### config.mk
export PLATFORM = sky130hd
export DESIGN_NAME = sha256_message_hasher
export DESIGN_NICKNAME = d
export VERILOG_FILES = /design/src/hdl/shamh_pkg.sv /design/src/hdl/shamh_ram.sv /design/src/hdl/shamh_core.sv /design/src/hdl/sha256_message_hasher.sv
export SDC_FILE = /design/constraint.sdc
export NUM_CORES = 2
export LEC_CHECK = 0
export ABC_AREA = 1
export BUFFER_PORTS_ARGS = -buffer_cell sky130_fd_sc_hd__buf_2
export CAP_MARGIN = 20
export CORE_MARGIN = 4
export CORE_UTILIZATION = 30
export CTS_CLUSTER_DIAMETER = 100
export DETAILED_ROUTE_END_ITERATION = 6
export PLACE_DENSITY = 0.42
export SKIP_LAST_GASP = 1
export SLEW_MARGIN = 20
export SYNTH_ARGS = -nofsm -noshare
export SYNTH_HDL_FRONTEND = slang
export SYNTH_SLANG_ARGS = --single-unit
### constraint.sdc
create_clock -name clk -period 21.8 [get_ports clk]
set_clock_uncertainty 0.1 [all_clocks]
set_input_delay 0 -clock clk [delete_from_list [all_inputs] [get_ports clk]]
set_output_delay 0 -clock clk [all_outputs]
set_load 0.1 [all_outputs]
### src/hdl/shamh_pkg.sv
`default_nettype none
package shamh_pkg;

	// Message length counter width; the length field in the last block is always 64 bits.
	localparam int LEN_BITS = 64;

	localparam int BUF_WORDS   = 16;
	localparam int CHAIN_WORDS = 8;
	localparam int ROUNDS      = 64;

	// Word slots of the length field in the final block.
	localparam logic [3:0] LEN_HI_WORD = 4'd14;
	localparam logic [3:0] LEN_LO_WORD = 4'd15;

	localparam logic [31:0] INIT_HASH [CHAIN_WORDS] = '{
		32'h6a09e667, 32'hbb67ae85, 32'h3c6ef372, 32'ha54ff53a,
		32'h510e527f, 32'h9b05688c, 32'h1f83d9ab, 32'h5be0cd19
	};

	localparam logic [31:0] ROUND_K [ROUNDS] = '{
		32'h428a2f98, 32'h71374491, 32'hb5c0fbcf, 32'he9b5dba5,
		32'h3956c25b, 32'h59f111f1, 32'h923f82a4, 32'hab1c5ed5,
		32'hd807aa98, 32'h12835b01, 32'h243185be, 32'h550c7dc3,
		32'h72be5d74, 32'h80deb1fe, 32'h9bdc06a7, 32'hc19bf174,
		32'he49b69c1, 32'hefbe4786, 32'h0fc19dc6, 32'h240ca1cc,
		32'h2de92c6f, 32'h4a7484aa, 32'h5cb0a9dc, 32'h76f988da,
		32'h983e5152, 32'ha831c66d, 32'hb00327c8, 32'hbf597fc7,
		32'hc6e00bf3, 32'hd5a79147, 32'h06ca6351, 32'h14292967,
		32'h27b70a85, 32'h2e1b2138, 32'h4d2c6dfc, 32'h53380d13,
		32'h650a7354, 32'h766a0abb, 32'h81c2c92e, 32'h92722c85,
		32'ha2bfe8a1, 32'ha81a664b, 32'hc24b8b70, 32'hc76c51a3,
		32'hd192e819, 32'hd6990624, 32'hf40e3585, 32'h106aa070,
		32'h19a4c116, 32'h1e376c08, 32'h2748774c, 32'h34b0bcb5,
		32'h391c0cb3, 32'h4ed8aa4a, 32'h5b9cca4f, 32'h682e6ff3,
		32'h748f82ee, 32'h78a5636f, 32'h84c87814, 32'h8cc70208,
		32'h90befffa, 32'ha4506ceb, 32'hbef9a3f7, 32'hc67178f2
	};

	typedef struct packed {
		logic [7:0] msg_byte;
		logic       has_byte;
		logic       end_of_message;
	} in_item_t;

	typedef struct packed {
		logic [31:0] digest_word;
		logic [2:0]  word_index;
		logic        last_word;
	} out_item_t;

	// Controls from the sequencer to the round datapath.
	typedef struct packed {
		logic       load;
		logic       round;
		logic [5:0] rnd;
	} core_ctrl_t;

endpackage
`default_nettype wire

### src/hdl/shamh_ram.sv
`default_nettype none
module shamh_ram #(
	parameter int DEPTH = 16,
	parameter int WIDTH = 32
) (
	input  wire logic                     clk,
	input  wire logic                     we,
	input  wire logic [$clog2(DEPTH)-1:0] waddr,
	input  wire logic [WIDTH-1:0]         wdata,
	input  wire logic [$clog2(DEPTH)-1:0] raddr,
	output logic      [WIDTH-1:0]         rdata
);

	logic [WIDTH-1:0] mem [DEPTH];

	always_ff @(posedge clk) begin
		if (we) begin
			mem[waddr] <= wdata;
		end
		rdata <= mem[raddr];
	end

endmodule
`default_nettype wire

### src/hdl/shamh_core.sv
`default_nettype none
module shamh_core (
	input  wire logic                  clk,
	input  wire shamh_pkg::core_ctrl_t ctrl,
	input  wire logic [31:0]           load_word,
	input  wire logic [31:0]           buf_word,
	input  wire logic [2:0]            ff_sel,
	output logic      [31:0]           ff_word
);

	import shamh_pkg::*;

	function automatic logic [31:0] rotr(input logic [31:0] x, input int n);
		return (x >> n) | (x << (32 - n));
	endfunction

	logic [31:0] v_q [8];
	logic [31:0] w_q [16];
	logic [31:0] sched;
	logic [31:0] w_cur;
	logic [31:0] t1;
	logic [31:0] t2;
	logic [31:0] big0;
	logic [31:0] big1;
	logic [31:0] choose;
	logic [31:0] major;

	// Window w_q[k] holds w[r-16+k]; extend the schedule from its taps.
	always_comb begin
		sched = (rotr(w_q[14], 17) ^ rotr(w_q[14], 19) ^ (w_q[14] >> 10)) + w_q[9]
			+ (rotr(w_q[1], 7) ^ rotr(w_q[1], 18) ^ (w_q[1] >> 3)) + w_q[0];
		w_cur  = (ctrl.rnd < 6'd16) ? buf_word : sched;
		big1   = rotr(v_q[4], 6) ^ rotr(v_q[4], 11) ^ rotr(v_q[4], 25);
		choose = (v_q[4] & v_q[5]) ^ (~v_q[4] & v_q[6]);
		big0   = rotr(v_q[0], 2) ^ rotr(v_q[0], 13) ^ rotr(v_q[0], 22);
		major  = (v_q[0] & v_q[1]) ^ (v_q[0] & v_q[2]) ^ (v_q[1] & v_q[2]);
		t1     = v_q[7] + big1 + choose + ROUND_K[ctrl.rnd] + w_cur;
		t2     = big0 + major;
	end

	always_ff @(posedge clk) begin
		if (ctrl.load) begin
			for (int k = 0; k < 7; k++) begin
				v_q[k] <= v_q[k + 1];
			end
			v_q[7] <= load_word;
		end else if (ctrl.round) begin
			v_q[7] <= v_q[6];
			v_q[6] <= v_q[5];
			v_q[5] <= v_q[4];
			v_q[4] <= v_q[3] + t1;
			v_q[3] <= v_q[2];
			v_q[2] <= v_q[1];
			v_q[1] <= v_q[0];
			v_q[0] <= t1 + t2;
			for (int k = 0; k < 15; k++) begin
				w_q[k] <= w_q[k + 1];
			end
			w_q[15] <= w_cur;
		end
	end

	assign ff_word = v_q[ff_sel];

endmodule
`default_nettype wire

### src/hdl/sha256_message_hasher.sv
`default_nettype none
// SHA-256 message hasher, one message byte per input item.
// Input channel (in_valid / in_stall / in_item): an item is taken when in_valid is high and
// in_stall is low. An item carries a byte (has_byte) and/or the end mark (end_of_message);
// an item with neither does nothing, an end item without a byte closes the message as is.
// Plain byte items are taken back to back. The item that fills a 64-byte block stalls the
// input while the block is compressed: chain reads, 64 rounds on the one-round-per-cycle
// datapath, then chain updates.
// End of message: the 0x80 marker is placed, the rest of the block buffer is zeroed, the
// length is written and the block is compressed. When the length does not fit, the marker
// block is first zeroed to its end and compressed, then a fresh block is zeroed before the
// length goes in.
// Output channel (out_valid / out_stall / out_item): eight digest words, index 0 first,
// last_word set on the eighth. Each word goes through memory read, capture and hand-off,
// and holds in the output register while out_stall is high; input stays stalled until
// the last word is taken, then the initial hash values are back in place.
// Configuration (cfg_valid / cfg_ready / cfg_data): feed_forward, always ready; 1 adds the
// round result to the chaining words, 0 replaces them.
// Reset (arst_n low, asynchronous): feed_forward returns to 1, the byte counters clear and
// the chaining memory reads as the initial values through per-word valid bits.
module sha256_message_hasher (
	input  wire logic                 clk,
	input  wire logic                 arst_n,
	input  wire logic                 in_valid,
	output logic                      in_stall,
	input  wire shamh_pkg::in_item_t  in_item,
	output logic                      out_valid,
	input  wire logic                 out_stall,
	output shamh_pkg::out_item_t      out_item,
	input  wire logic                 cfg_valid,
	output logic                      cfg_ready,
	input  wire logic                 cfg_data
);

	import shamh_pkg::*;

	typedef enum logic [10:0] {
		ST_IDLE     = 11'b000_0000_0001,
		ST_PAD      = 11'b000_0000_0010,
		ST_ZERO     = 11'b000_0000_0100,
		ST_LEN_HI   = 11'b000_0000_1000,
		ST_LEN_LO   = 11'b000_0001_0000,
		ST_LOAD     = 11'b000_0010_0000,
		ST_ROUND    = 11'b000_0100_0000,
		ST_FF       = 11'b000_1000_0000,
		ST_OUT_RD   = 11'b001_0000_0000,
		ST_OUT_CAP  = 11'b010_0000_0000,
		ST_OUT_HOLD = 11'b100_0000_0000
	} state_t;

	state_t              state_q;
	state_t              ret_q;
	logic                feed_forward_q;
	logic [5:0]          offset_q;
	logic [LEN_BITS-1:0] len_q;
	logic [31:0]         word_q;
	logic [3:0]          cnt_q;
	logic [5:0]          rnd_q;
	logic [4:0]          ptr_q;
	logic                extra_q;
	logic [2:0]          out_idx_q;
	logic                out_valid_q;
	out_item_t           out_q;
	logic [7:0]          chain_vld_q;
	logic                chain_vld_s1;
	logic [2:0]          chain_raddr_s1;

	logic                accept;
	logic [1:0]          pos;
	logic [31:0]         new_word;
	logic [31:0]         pad_word;
	logic [63:0]         len64;
	logic [4:0]          zero_limit;

	logic                buf_we;
	logic [3:0]          buf_waddr;
	logic [31:0]         buf_wdata;
	logic [3:0]          buf_raddr;
	logic [31:0]         buf_rdata;

	logic                ch_we;
	logic [2:0]          ch_waddr;
	logic [31:0]         ch_wdata;
	logic [2:0]          ch_raddr;
	logic [31:0]         ch_rdata;
	logic [31:0]         ch_word;

	core_ctrl_t          core_ctrl;
	logic [31:0]         ff_word;

	assign accept    = in_valid && !in_stall;
	assign in_stall  = (state_q != ST_IDLE);
	assign cfg_ready = 1'b1;
	assign out_valid = out_valid_q;
	assign out_item  = out_q;
	assign pos       = offset_q[1:0];
	assign len64     = 64'(len_q);
	assign zero_limit = extra_q ? 5'd15 : 5'd13;

	// Insert the byte at its big-endian place in the word being packed.
	always_comb begin
		new_word = word_q;
		case (pos)
			2'd0:    new_word[31:24] = in_item.msg_byte;
			2'd1:    new_word[23:16] = in_item.msg_byte;
			2'd2:    new_word[15:8]  = in_item.msg_byte;
			default: new_word[7:0]   = in_item.msg_byte;
		endcase
	end

	// Keep the bytes already packed, then the marker, then zeros.
	always_comb begin
		case (pos)
			2'd0:    pad_word = 32'h8000_0000;
			2'd1:    pad_word = {word_q[31:24], 24'h80_0000};
			2'd2:    pad_word = {word_q[31:16], 16'h8000};
			default: pad_word = {word_q[31:8], 8'h80};
		endcase
	end

	// Block buffer port: byte packing, padding, zeroing and length writes; one word a round for reads.
	always_comb begin
		buf_we    = 1'b0;
		buf_waddr = offset_q[5:2];
		buf_wdata = new_word;
		unique case (state_q)
			ST_IDLE: begin
				buf_we = accept && in_item.has_byte && (pos == 2'd3);
			end
			ST_PAD: begin
				buf_we    = 1'b1;
				buf_wdata = pad_word;
			end
			ST_ZERO: begin
				buf_we    = (ptr_q <= zero_limit);
				buf_waddr = ptr_q[3:0];
				buf_wdata = '0;
			end
			ST_LEN_HI: begin
				buf_we    = 1'b1;
				buf_waddr = LEN_HI_WORD;
				buf_wdata = len64[63:32];
			end
			ST_LEN_LO: begin
				buf_we    = 1'b1;
				buf_waddr = LEN_LO_WORD;
				buf_wdata = len64[31:0];
			end
			default: begin
				buf_we = 1'b0;
			end
		endcase
	end

	// Prefetch the next round's word; word 0 is read while the chain loads.
	assign buf_raddr = (state_q == ST_ROUND) ? (rnd_q[3:0] + 4'd1) : 4'd0;

	// Chaining memory: unwritten-since-message-start words read as the initial values.
	assign ch_raddr = (state_q == ST_LOAD || state_q == ST_FF) ? cnt_q[2:0] : out_idx_q;
	assign ch_word  = chain_vld_s1 ? ch_rdata : INIT_HASH[chain_raddr_s1];
	assign ch_we    = (state_q == ST_FF) && (cnt_q != 4'd0);
	assign ch_waddr = 3'(cnt_q - 4'd1);
	assign ch_wdata = feed_forward_q ? (ch_word + ff_word) : ff_word;

	assign core_ctrl.load  = (state_q == ST_LOAD) && (cnt_q != 4'd0);
	assign core_ctrl.round = (state_q == ST_ROUND);
	assign core_ctrl.rnd   = rnd_q;

	shamh_ram #(
		.DEPTH(BUF_WORDS),
		.WIDTH(32)
	) u_buf_ram (
		.clk  (clk),
		.we   (buf_we),
		.waddr(buf_waddr),
		.wdata(buf_wdata),
		.raddr(buf_raddr),
		.rdata(buf_rdata)
	);

	shamh_ram #(
		.DEPTH(CHAIN_WORDS),
		.WIDTH(32)
	) u_chain_ram (
		.clk  (clk),
		.we   (ch_we),
		.waddr(ch_waddr),
		.wdata(ch_wdata),
		.raddr(ch_raddr),
		.rdata(ch_rdata)
	);

	shamh_core u_core (
		.clk      (clk),
		.ctrl     (core_ctrl),
		.load_word(ch_word),
		.buf_word (buf_rdata),
		.ff_sel   (ch_waddr),
		.ff_word  (ff_word)
	);

	// Payload registers: packed word and read-side tracking.
	always_ff @(posedge clk) begin
		if (state_q == ST_IDLE && accept && in_item.has_byte) begin
			word_q <= new_word;
		end
		chain_raddr_s1 <= ch_raddr;
		chain_vld_s1   <= chain_vld_q[ch_raddr];
		if (state_q == ST_OUT_CAP) begin
			out_q.digest_word <= ch_word;
			out_q.word_index  <= out_idx_q;
			out_q.last_word   <= (out_idx_q == 3'd7);
		end
	end

	always_ff @(posedge clk or negedge arst_n) begin
		if (!arst_n) begin
			state_q        <= ST_IDLE;
			ret_q          <= ST_IDLE;
			feed_forward_q <= 1'b1;
			offset_q       <= '0;
			len_q          <= '0;
			cnt_q          <= '0;
			rnd_q          <= '0;
			ptr_q          <= '0;
			extra_q        <= 1'b0;
			out_idx_q      <= '0;
			out_valid_q    <= 1'b0;
			chain_vld_q    <= '0;
		end else begin
			if (cfg_valid && cfg_ready) begin
				feed_forward_q <= cfg_data;
			end
			unique case (state_q)
				ST_IDLE: begin
					if (accept) begin
						if (in_item.has_byte) begin
							offset_q <= offset_q + 6'd1;
							len_q    <= len_q + LEN_BITS'(8);
							if (offset_q == 6'd63) begin
								// Block full: compress, then pad if the message ends here.
								cnt_q   <= '0;
								ret_q   <= in_item.end_of_message ? ST_PAD : ST_IDLE;
								state_q <= ST_LOAD;
							end else if (in_item.end_of_message) begin
								state_q <= ST_PAD;
							end
						end else if (in_item.end_of_message) begin
							state_q <= ST_PAD;
						end
					end
				end
				ST_PAD: begin
					extra_q <= (offset_q[5:3] == 3'b111);
					ptr_q   <= {1'b0, offset_q[5:2]} + 5'd1;
					state_q <= ST_ZERO;
				end
				ST_ZERO: begin
					if (ptr_q <= zero_limit) begin
						ptr_q <= ptr_q + 5'd1;
					end else if (extra_q) begin
						// No room for the length: compress this block, then zero a fresh one.
						extra_q <= 1'b0;
						ptr_q   <= '0;
						cnt_q   <= '0;
						ret_q   <= ST_ZERO;
						state_q <= ST_LOAD;
					end else begin
						state_q <= ST_LEN_HI;
					end
				end
				ST_LEN_HI: begin
					state_q <= ST_LEN_LO;
				end
				ST_LEN_LO: begin
					offset_q  <= '0;
					len_q     <= '0;
					out_idx_q <= '0;
					cnt_q     <= '0;
					ret_q     <= ST_OUT_RD;
					state_q   <= ST_LOAD;
				end
				ST_LOAD: begin
					if (cnt_q == 4'd8) begin
						rnd_q   <= '0;
						state_q <= ST_ROUND;
					end else begin
						cnt_q <= cnt_q + 4'd1;
					end
				end
				ST_ROUND: begin
					rnd_q <= rnd_q + 6'd1;
					if (rnd_q == 6'd63) begin
						cnt_q   <= '0;
						state_q <= ST_FF;
					end
				end
				ST_FF: begin
					if (cnt_q != 4'd0) begin
						chain_vld_q[ch_waddr] <= 1'b1;
					end
					if (cnt_q == 4'd8) begin
						state_q <= ret_q;
					end else begin
						cnt_q <= cnt_q + 4'd1;
					end
				end
				ST_OUT_RD: begin
					state_q <= ST_OUT_CAP;
				end
				ST_OUT_CAP: begin
					// Word read out: drop it back to the initial value for the next message.
					chain_vld_q[out_idx_q] <= 1'b0;
					out_valid_q            <= 1'b1;
					state_q                <= ST_OUT_HOLD;
				end
				ST_OUT_HOLD: begin
					if (!out_stall) begin
						out_valid_q <= 1'b0;
						out_idx_q   <= out_idx_q + 3'd1;
						state_q     <= (out_idx_q == 3'd7) ? ST_IDLE : ST_OUT_RD;
					end
				end
				default: begin
					state_q <= ST_IDLE;
				end
			endcase
		end
	end

	a_out_only_in_hold: assert property (@(posedge clk) disable iff (!arst_n)
		out_valid |-> (state_q == ST_OUT_HOLD))
		else $error("digest word presented outside the hand-off state");

	a_no_input_during_output: assert property (@(posedge clk) disable iff (!arst_n)
		(in_valid && !in_stall) |-> !out_valid)
		else $error("input item accepted while a digest word is pending");

	a_rounds_then_update: assert property (@(posedge clk) disable iff (!arst_n)
		(state_q == ST_ROUND && rnd_q == 6'd63) |=> (state_q == ST_FF && cnt_q == 4'd0))
		else $error("last round not followed by the chain update");

	a_handoff_advance: assert property (@(posedge clk) disable iff (!arst_n)
		(out_valid && !out_stall) |=> (state_q == ST_OUT_RD || state_q == ST_IDLE))
		else $error("digest hand-off did not advance");

endmodule
`default_nettype wire
== After elaboration in Yosys (flattened, before gate mapping) ==
Memory sizes are Yosys's and may differ from the RTL's. A register that Yosys moved wholly into a read port is not among the register bits.
Index checks and enable logic that the tools add are counted.

* Bits in registers: 193
* Latch bits: 0
* Bits in writable memories: 1536
* ROM bits: 2304
* Input bits: 16
* Output and inout port bits: 39
* Word-level logic and storage cells: 246
* Memories: 6

{| class="wikitable"
|+ Memory list
! name !! depth !! bits a word !! read ports !! clocked after Yosys merged registers in !! wr ports !! RTL line !! source
|-
| (no name shown) || 64 || 32 || 1 || 0 || 0 || shamh_core.sv:37 || <nowiki>t1 = v_q[7] + big1 + choose + ROUND_K[ctrl.rnd] + w_cur;</nowiki>
|-
| u_buf_ram.mem || 16 || 32 || 1 || 1 || 1 || shamh_ram.sv:14 || <nowiki>logic [WIDTH-1:0] mem [DEPTH];</nowiki>
|-
| u_core.w_q || 16 || 32 || 16 || 0 || 16 || shamh_core.sv:18 || <nowiki>logic [31:0] w_q [16];</nowiki>
|-
| (no name shown) || 8 || 32 || 1 || 0 || 0 || sha256_message_hasher.sv:160 || <nowiki>assign ch_word = chain_vld_s1 ? ch_rdata : INIT_HASH[chain_raddr_s1];</nowiki>
|-
| u_chain_ram.mem || 8 || 32 || 1 || 1 || 1 || shamh_ram.sv:14 ||
|-
| u_core.v_q || 8 || 32 || 9 || 0 || 8 || shamh_core.sv:17 || <nowiki>logic [31:0] v_q [8];</nowiki>
|}

* Add/subtract/negate cells: 20
* Multiply operators: 0
* Div/mod/pow operators: 0
* Order comparisons: 9
* Eq/ne operators: 32
* Shift-type cells: 0
* Multiplexer cells: 87
* Bitwise logic cells: 40
* Reduce and logical (&&, ||, !) cells: 34

{| class="wikitable"
|+ Operators by type and width
! cell !! number
|-
| $mux W32 || 15
|-
| $add A32 B32 Y32 || 11
|-
| $xor A32 B32 Y32 || 9
|-
| $and A32 B32 Y32 || 5
|-
| $mux W11 || 14
|-
| $mux W64 || 2
|-
| $pmux W32 S4 || 1
|-
| $pmux W64 S2 || 1
|-
| $pmux W11 S11 || 1
|-
| $pmux W32 S3 || 1
|-
| $add A64 B4 Y64 const B || 1
|-
| $mux W8 || 5
|-
| $pmux W11 S3 || 1
|-
| $mux W4 || 8
|-
| $not A32 Y32 || 1
|-
| $or A10 B32 Y32 || 1
|-
| $or A13 B32 Y32 || 1
|-
| $or A14 B32 Y32 || 1
|-
| $or A15 B32 Y32 || 1
|-
| $or A19 B32 Y32 || 1
|-
| $or A21 B32 Y32 || 1
|-
| $or A25 B32 Y32 || 1
|-
| $or A26 B32 Y32 || 1
|-
| $or A30 B32 Y32 || 1
|-
| other kinds (71) || 137
|}

== Logic depth before layout (Yosys ltp) ==
An unclocked memory read counts as a cell.

* Depth after elaboration: 11
* Mapped depth: 47
* Gate-level depth less buffers: 47

== By module ==
Synthesis repeated with hierarchy kept, for this count alone.

* Cells, all modules: 9836
* Area total of the unflattened synthesis: 93779.9 µm²

{| class="wikitable"
|+ By module, submodules not included
! module !! times used !! cells an instance !! area an instance (µm²) !! sequential area each (µm²)
|-
| shamh_core || 1 || 4481 || 45456.1 || 23062.1
|-
| shamh_ram (u_buf_ram) || 1 || 2120 || 22730.6 || 16015.4
|-
| sha256_message_hasher || 1 || 2079 || 13720.7 || 4903.5
|-
| shamh_ram (u_chain_ram) || 1 || 1156 || 11872.6 || 8328.0
|}

== Worst setup path after synthesis ==
No wires, ideal clock.

* Path kind: register to register
* From: register state_q[3]
* To: memory u_core.v_q[0][0] (enable)
* Library setup time: 1.227 ns
* Arrival: 18.915 ns
* Data required time: 20.473 ns
* Path slack: 1.558 ns
* Stages on the path, launching flop included: 8
* Buffers on the path: 0
* Clock period less this slack: 20.242 ns
* Cell sequence: dfrtp_1 > nor2_2 > nand2_4 > nor2_8 > inv_4 > nor2_4 > inv_1 > o21ai_0

{| class="wikitable"
|+ RTL lines
! element !! RTL line !! source
|-
| from (decl) || sha256_message_hasher.sv:51 || <nowiki>state_t state_q;</nowiki>
|-
| from (signal assigned) || sha256_message_hasher.sv:303 || <nowiki>state_q <= ret_q;</nowiki>
|-
| from (signal assigned) || sha256_message_hasher.sv:321 || <nowiki>state_q <= (out_idx_q == 3'd7) ? ST_IDLE : ST_OUT_RD;</nowiki>
|-
| to (decl) || shamh_core.sv:17 ||
|}

==> flow_summary.ini <==
[synth]
synth_edf_count = 1604
syn_area_per_cell_sq_um = 10.6
ys_top_cells_by_area = edfxtp_1 54%, nand2_1 5.3%, o21ai_0 4.8%, fa_1 4.2%, inv_1 4.1%
yosysWarnings = 0
post_synth_num_cell_types = 79
synth_flop_cell = edfxtp_1
yosysSeqAreaShare = 0.589
synthCells = 8378
synth_nets = 8775
ys_ff_latch = 1783
synth-async-reset-ratio = 0.0623
netlist.area_leader.share = 0.542
syn-cell-area_sq_um = 88900
yosysTopAreaCell = edfxtp_1

[timing]
worst_slew_pin_slew_ns = 1.29
final_hold_viol_count = 0
report.final.slew_viol_count = 0
whs_ns = 0.101
fmax_mhz = 96.3
finalCritPeriodShare = 0.476
min_period_ns = 10.38
rsz0062_at_grt = false
setup_viol = 0
slew_headroom = 0.137
fin_setup_tns_ns = 0

[global_routing]
grt_max_degree = 200
track_usage = 0.215
grt_pass1_vias = 62200
antenna_found_initial = 22
grt.overflow.total = 0
grt_pass1_wl_microns = 476000

[outcome]
failed_checks = design-rule violations
run_status = complete, but fails checks

[critical_path]
cp_max_fo = 45
slowest_delay_ns = 0.76
start_kind = register
cp.required_ns = 22.32
cp_slowest_cell = nor2_1
cp-end-kind = register
r2r-end = u_core.v_q[0][29]
path_class = reg2reg
reg2reg_depth = 37
ff2ff_setup_slack_ns = 11.42
r2r_start = rnd_q[4]
crit_start = rnd_q[4]
cp_common_cell = inv_1
critPathArrivalTime_ns = 10.90
worstSetupEndpoint = u_core.v_q[0][29]

[placed_design]
io_buffers = 53
placed_cell_area_sq_um = 94000
gp_congestion = 0.965
dp_hpwl_microns = 235000

[floorplanning]
die_h_microns = 552
die_x_microns = 552
io_pins = 55
core_area_sq_um = 294000
dieArea_sq_um = 305000
start_util = 0.302
rows = 199

[clock_tree]
clk_pin_slew_worst_paths_ns = 0.07
numCtsBuffers = 206
cts-htree-levels = 4
clk_latency_ns = 0.89
cts_tree = yes
cts.sinks = 1783
cts_resized = 0
clockBufferDepth = 4
cts-root-buf = clkbuf_16

[routing]
final_antenna_net_count = 0
avgRoutedWirePerCell_microns = 27.0
viasPerCell = 5.11
dr_total_vias = 64100
drtPass1Iterations = 7
first_iter_violations = 6899
drc = 1
wirelength_microns = 338000

[layout]
finalInstanceArea_sq_um = 101000
utilization = 0.344
nNetsFinal = 8845
syn_to_final_growth_pct = 13.8
fill_cells = 29700
drive_above_1_share = 0.0784

[flow_run]
maxCapViolCount = 0

[min_path]
holdPathStages = 4
hold_class = in2reg
-- cell usage after synthesis (all sizes together) (3+ instances only) --
library cell	n
a32oi	10
nand3	206
nor2	748
fa	188
nor4	28
a21o	15
o21ai	906
dfrtp	108
o22ai	170
o31ai	74
or4	3
o21a	17
nand2	1258
a221oi	53
clkbuf	278
edfxtp	1604
a211oi	6
a2111oi	6
buf	100
nand3b	6
o2111ai	14
xor2	173
dfstp	3
o21bai	13
mux2	7
a22o	3
dfxtp	68
or2	42
a21boi	10
o2bb2ai	3
a31oi	54
nand4	41
o211ai	182
o221ai	27
inv	994
xnor2	172
nor3b	3
nor3	143
clkinv	9
a21oi	419
ha	193
-- routing by layer --
metal | global-route usage | part of all wire
met1 | 0.309 | 0.46
met3 | 0.0388 | 0.068
met5 | 0 | 0.00017
met2 | 0.334 | 0.44
met4 | 0.0565 | 0.028
-- stage by stage --
| step | cells | setup slack, ns |
|---|---|---|
| after floorplan | 8378 | 1.56 |
| after global placement | 12100 | 11.71 |
| after detailed placement | 12100 | 11.70 |
| after CTS | 12500 | 11.75 |
| after global routing | 12500 | 10.98 |
| final | 12500 | 11.42 |
-- layout make-up --
type	count	area, sq um	share of cell area
clock inverters	111	1110	0.0110
diodes	4	10.0	0.0000989
repair buffers	240	1830	0.0181
inverters	1003	3770	0.0373
flip-flops and latches	1783	52300	0.517
multi-input cells	5214	31600	0.313
well taps	3919	4900	0.0485
clock buffers	268	5600	0.0554
-- worst min-delay path by stage --
stage / end / startpoint / slack, ns
6_report: word_q[31] / in_item[9] / 0.10
5_1_grt: word_q[31] / in_item[9] / 0.08
4_1_cts: word_q[31] / in_item[9] / 0.003
3_5_place_dp: feed_forward_q / cfg_valid / 0.1
3_3_place_gp: feed_forward_q / cfg_valid / 0.09
2_1_floorplan: chain_vld_q[0] / arst_n / -0.40
-- flip-flops by register name, summed over array words and instances (netlist names) --
signal,flops
out_idx_q,3
ptr_q,5
u_core.v_q,256
len64,61
state_q,11
u_chain_ram.rdata,32
offset_q,6
u_buf_ram.rdata,32
out_valid,1
chain_raddr_s1,3
u_core.w_q,512
chain_vld_q,8
u_chain_ram.mem,256
out_item,36
ret_q,4
word_q,32
u_buf_ram.mem,512
rnd_q,6
extra_q,1
feed_forward_q,1
cnt_q,4
chain_vld_s1,1
-- repair_timing --
item,4_1_cts,5_1_grt
buffers inserted,0,0
hold buffers,35,0
hold endpoints to repair,599,0
-- cells by family (layout without fill, tap and decap cells) --
| group | count (synthesis) | count (layout) | synth area share |
|---|---|---|---|
| other cells | 1 | 5 | 0.0000422 |
| xor+xnor | 345 | 345 | 0.0340 |
| compound gates | 1999 | 1999 | 0.131 |
| fa+ha+maj | 381 | 381 | 0.0695 |
| simple gates | 2481 | 2481 | 0.117 |
| mux | 7 | 7 | 0.000887 |
| buf+inv | 1381 | 1622 | 0.0596 |
| flops | 1783 | 1783 | 0.589 |
-- cells in the final DEF (no fill, tap or decap), types with 16 or more instances in the layout --
cell,count
nor3_1,135
o21ai_0,832
fa_1,188
dfrtp_1,108
or2_2,41
dlygate4sd3_1,34
clkbuf_1,44
o21ai_1,68
ha_1,192
nand4_1,40
buf_4,147
buf_2,53
bufinv_16,16
edfxtp_1,1604
nor2_4,32
a31oi_1,54
a221oi_1,53
nor4_1,25
inv_1,974
nor2_1,707
clkbuf_16,209
clkinv_2,42
inv_2,17
a21oi_1,412
o21a_1,17
xnor2_1,172
nand2_1,1247
dfxtp_1,68
o221ai_1,23
clkinv_1,39
o211ai_1,181
xor2_1,173
o22ai_1,170
nand3_1,199
o31ai_1,74
-- worst max-delay path: cells and delay by family, from the launching register on --
kind                     cells  cell delay, ns
buffers and inverters       11            1.95
AO/OA/AOI/OAI                9            2.44
AND/OR/NAND/NOR              8            1.65
XOR/XNOR                     2            0.71
flip-flops                   1            0.32
adder cells (fa/ha/maj)      7            2.90
Power is not shown: default switching activity piles up to over one toggle a cycle in this logic, so the estimate is an artifact.
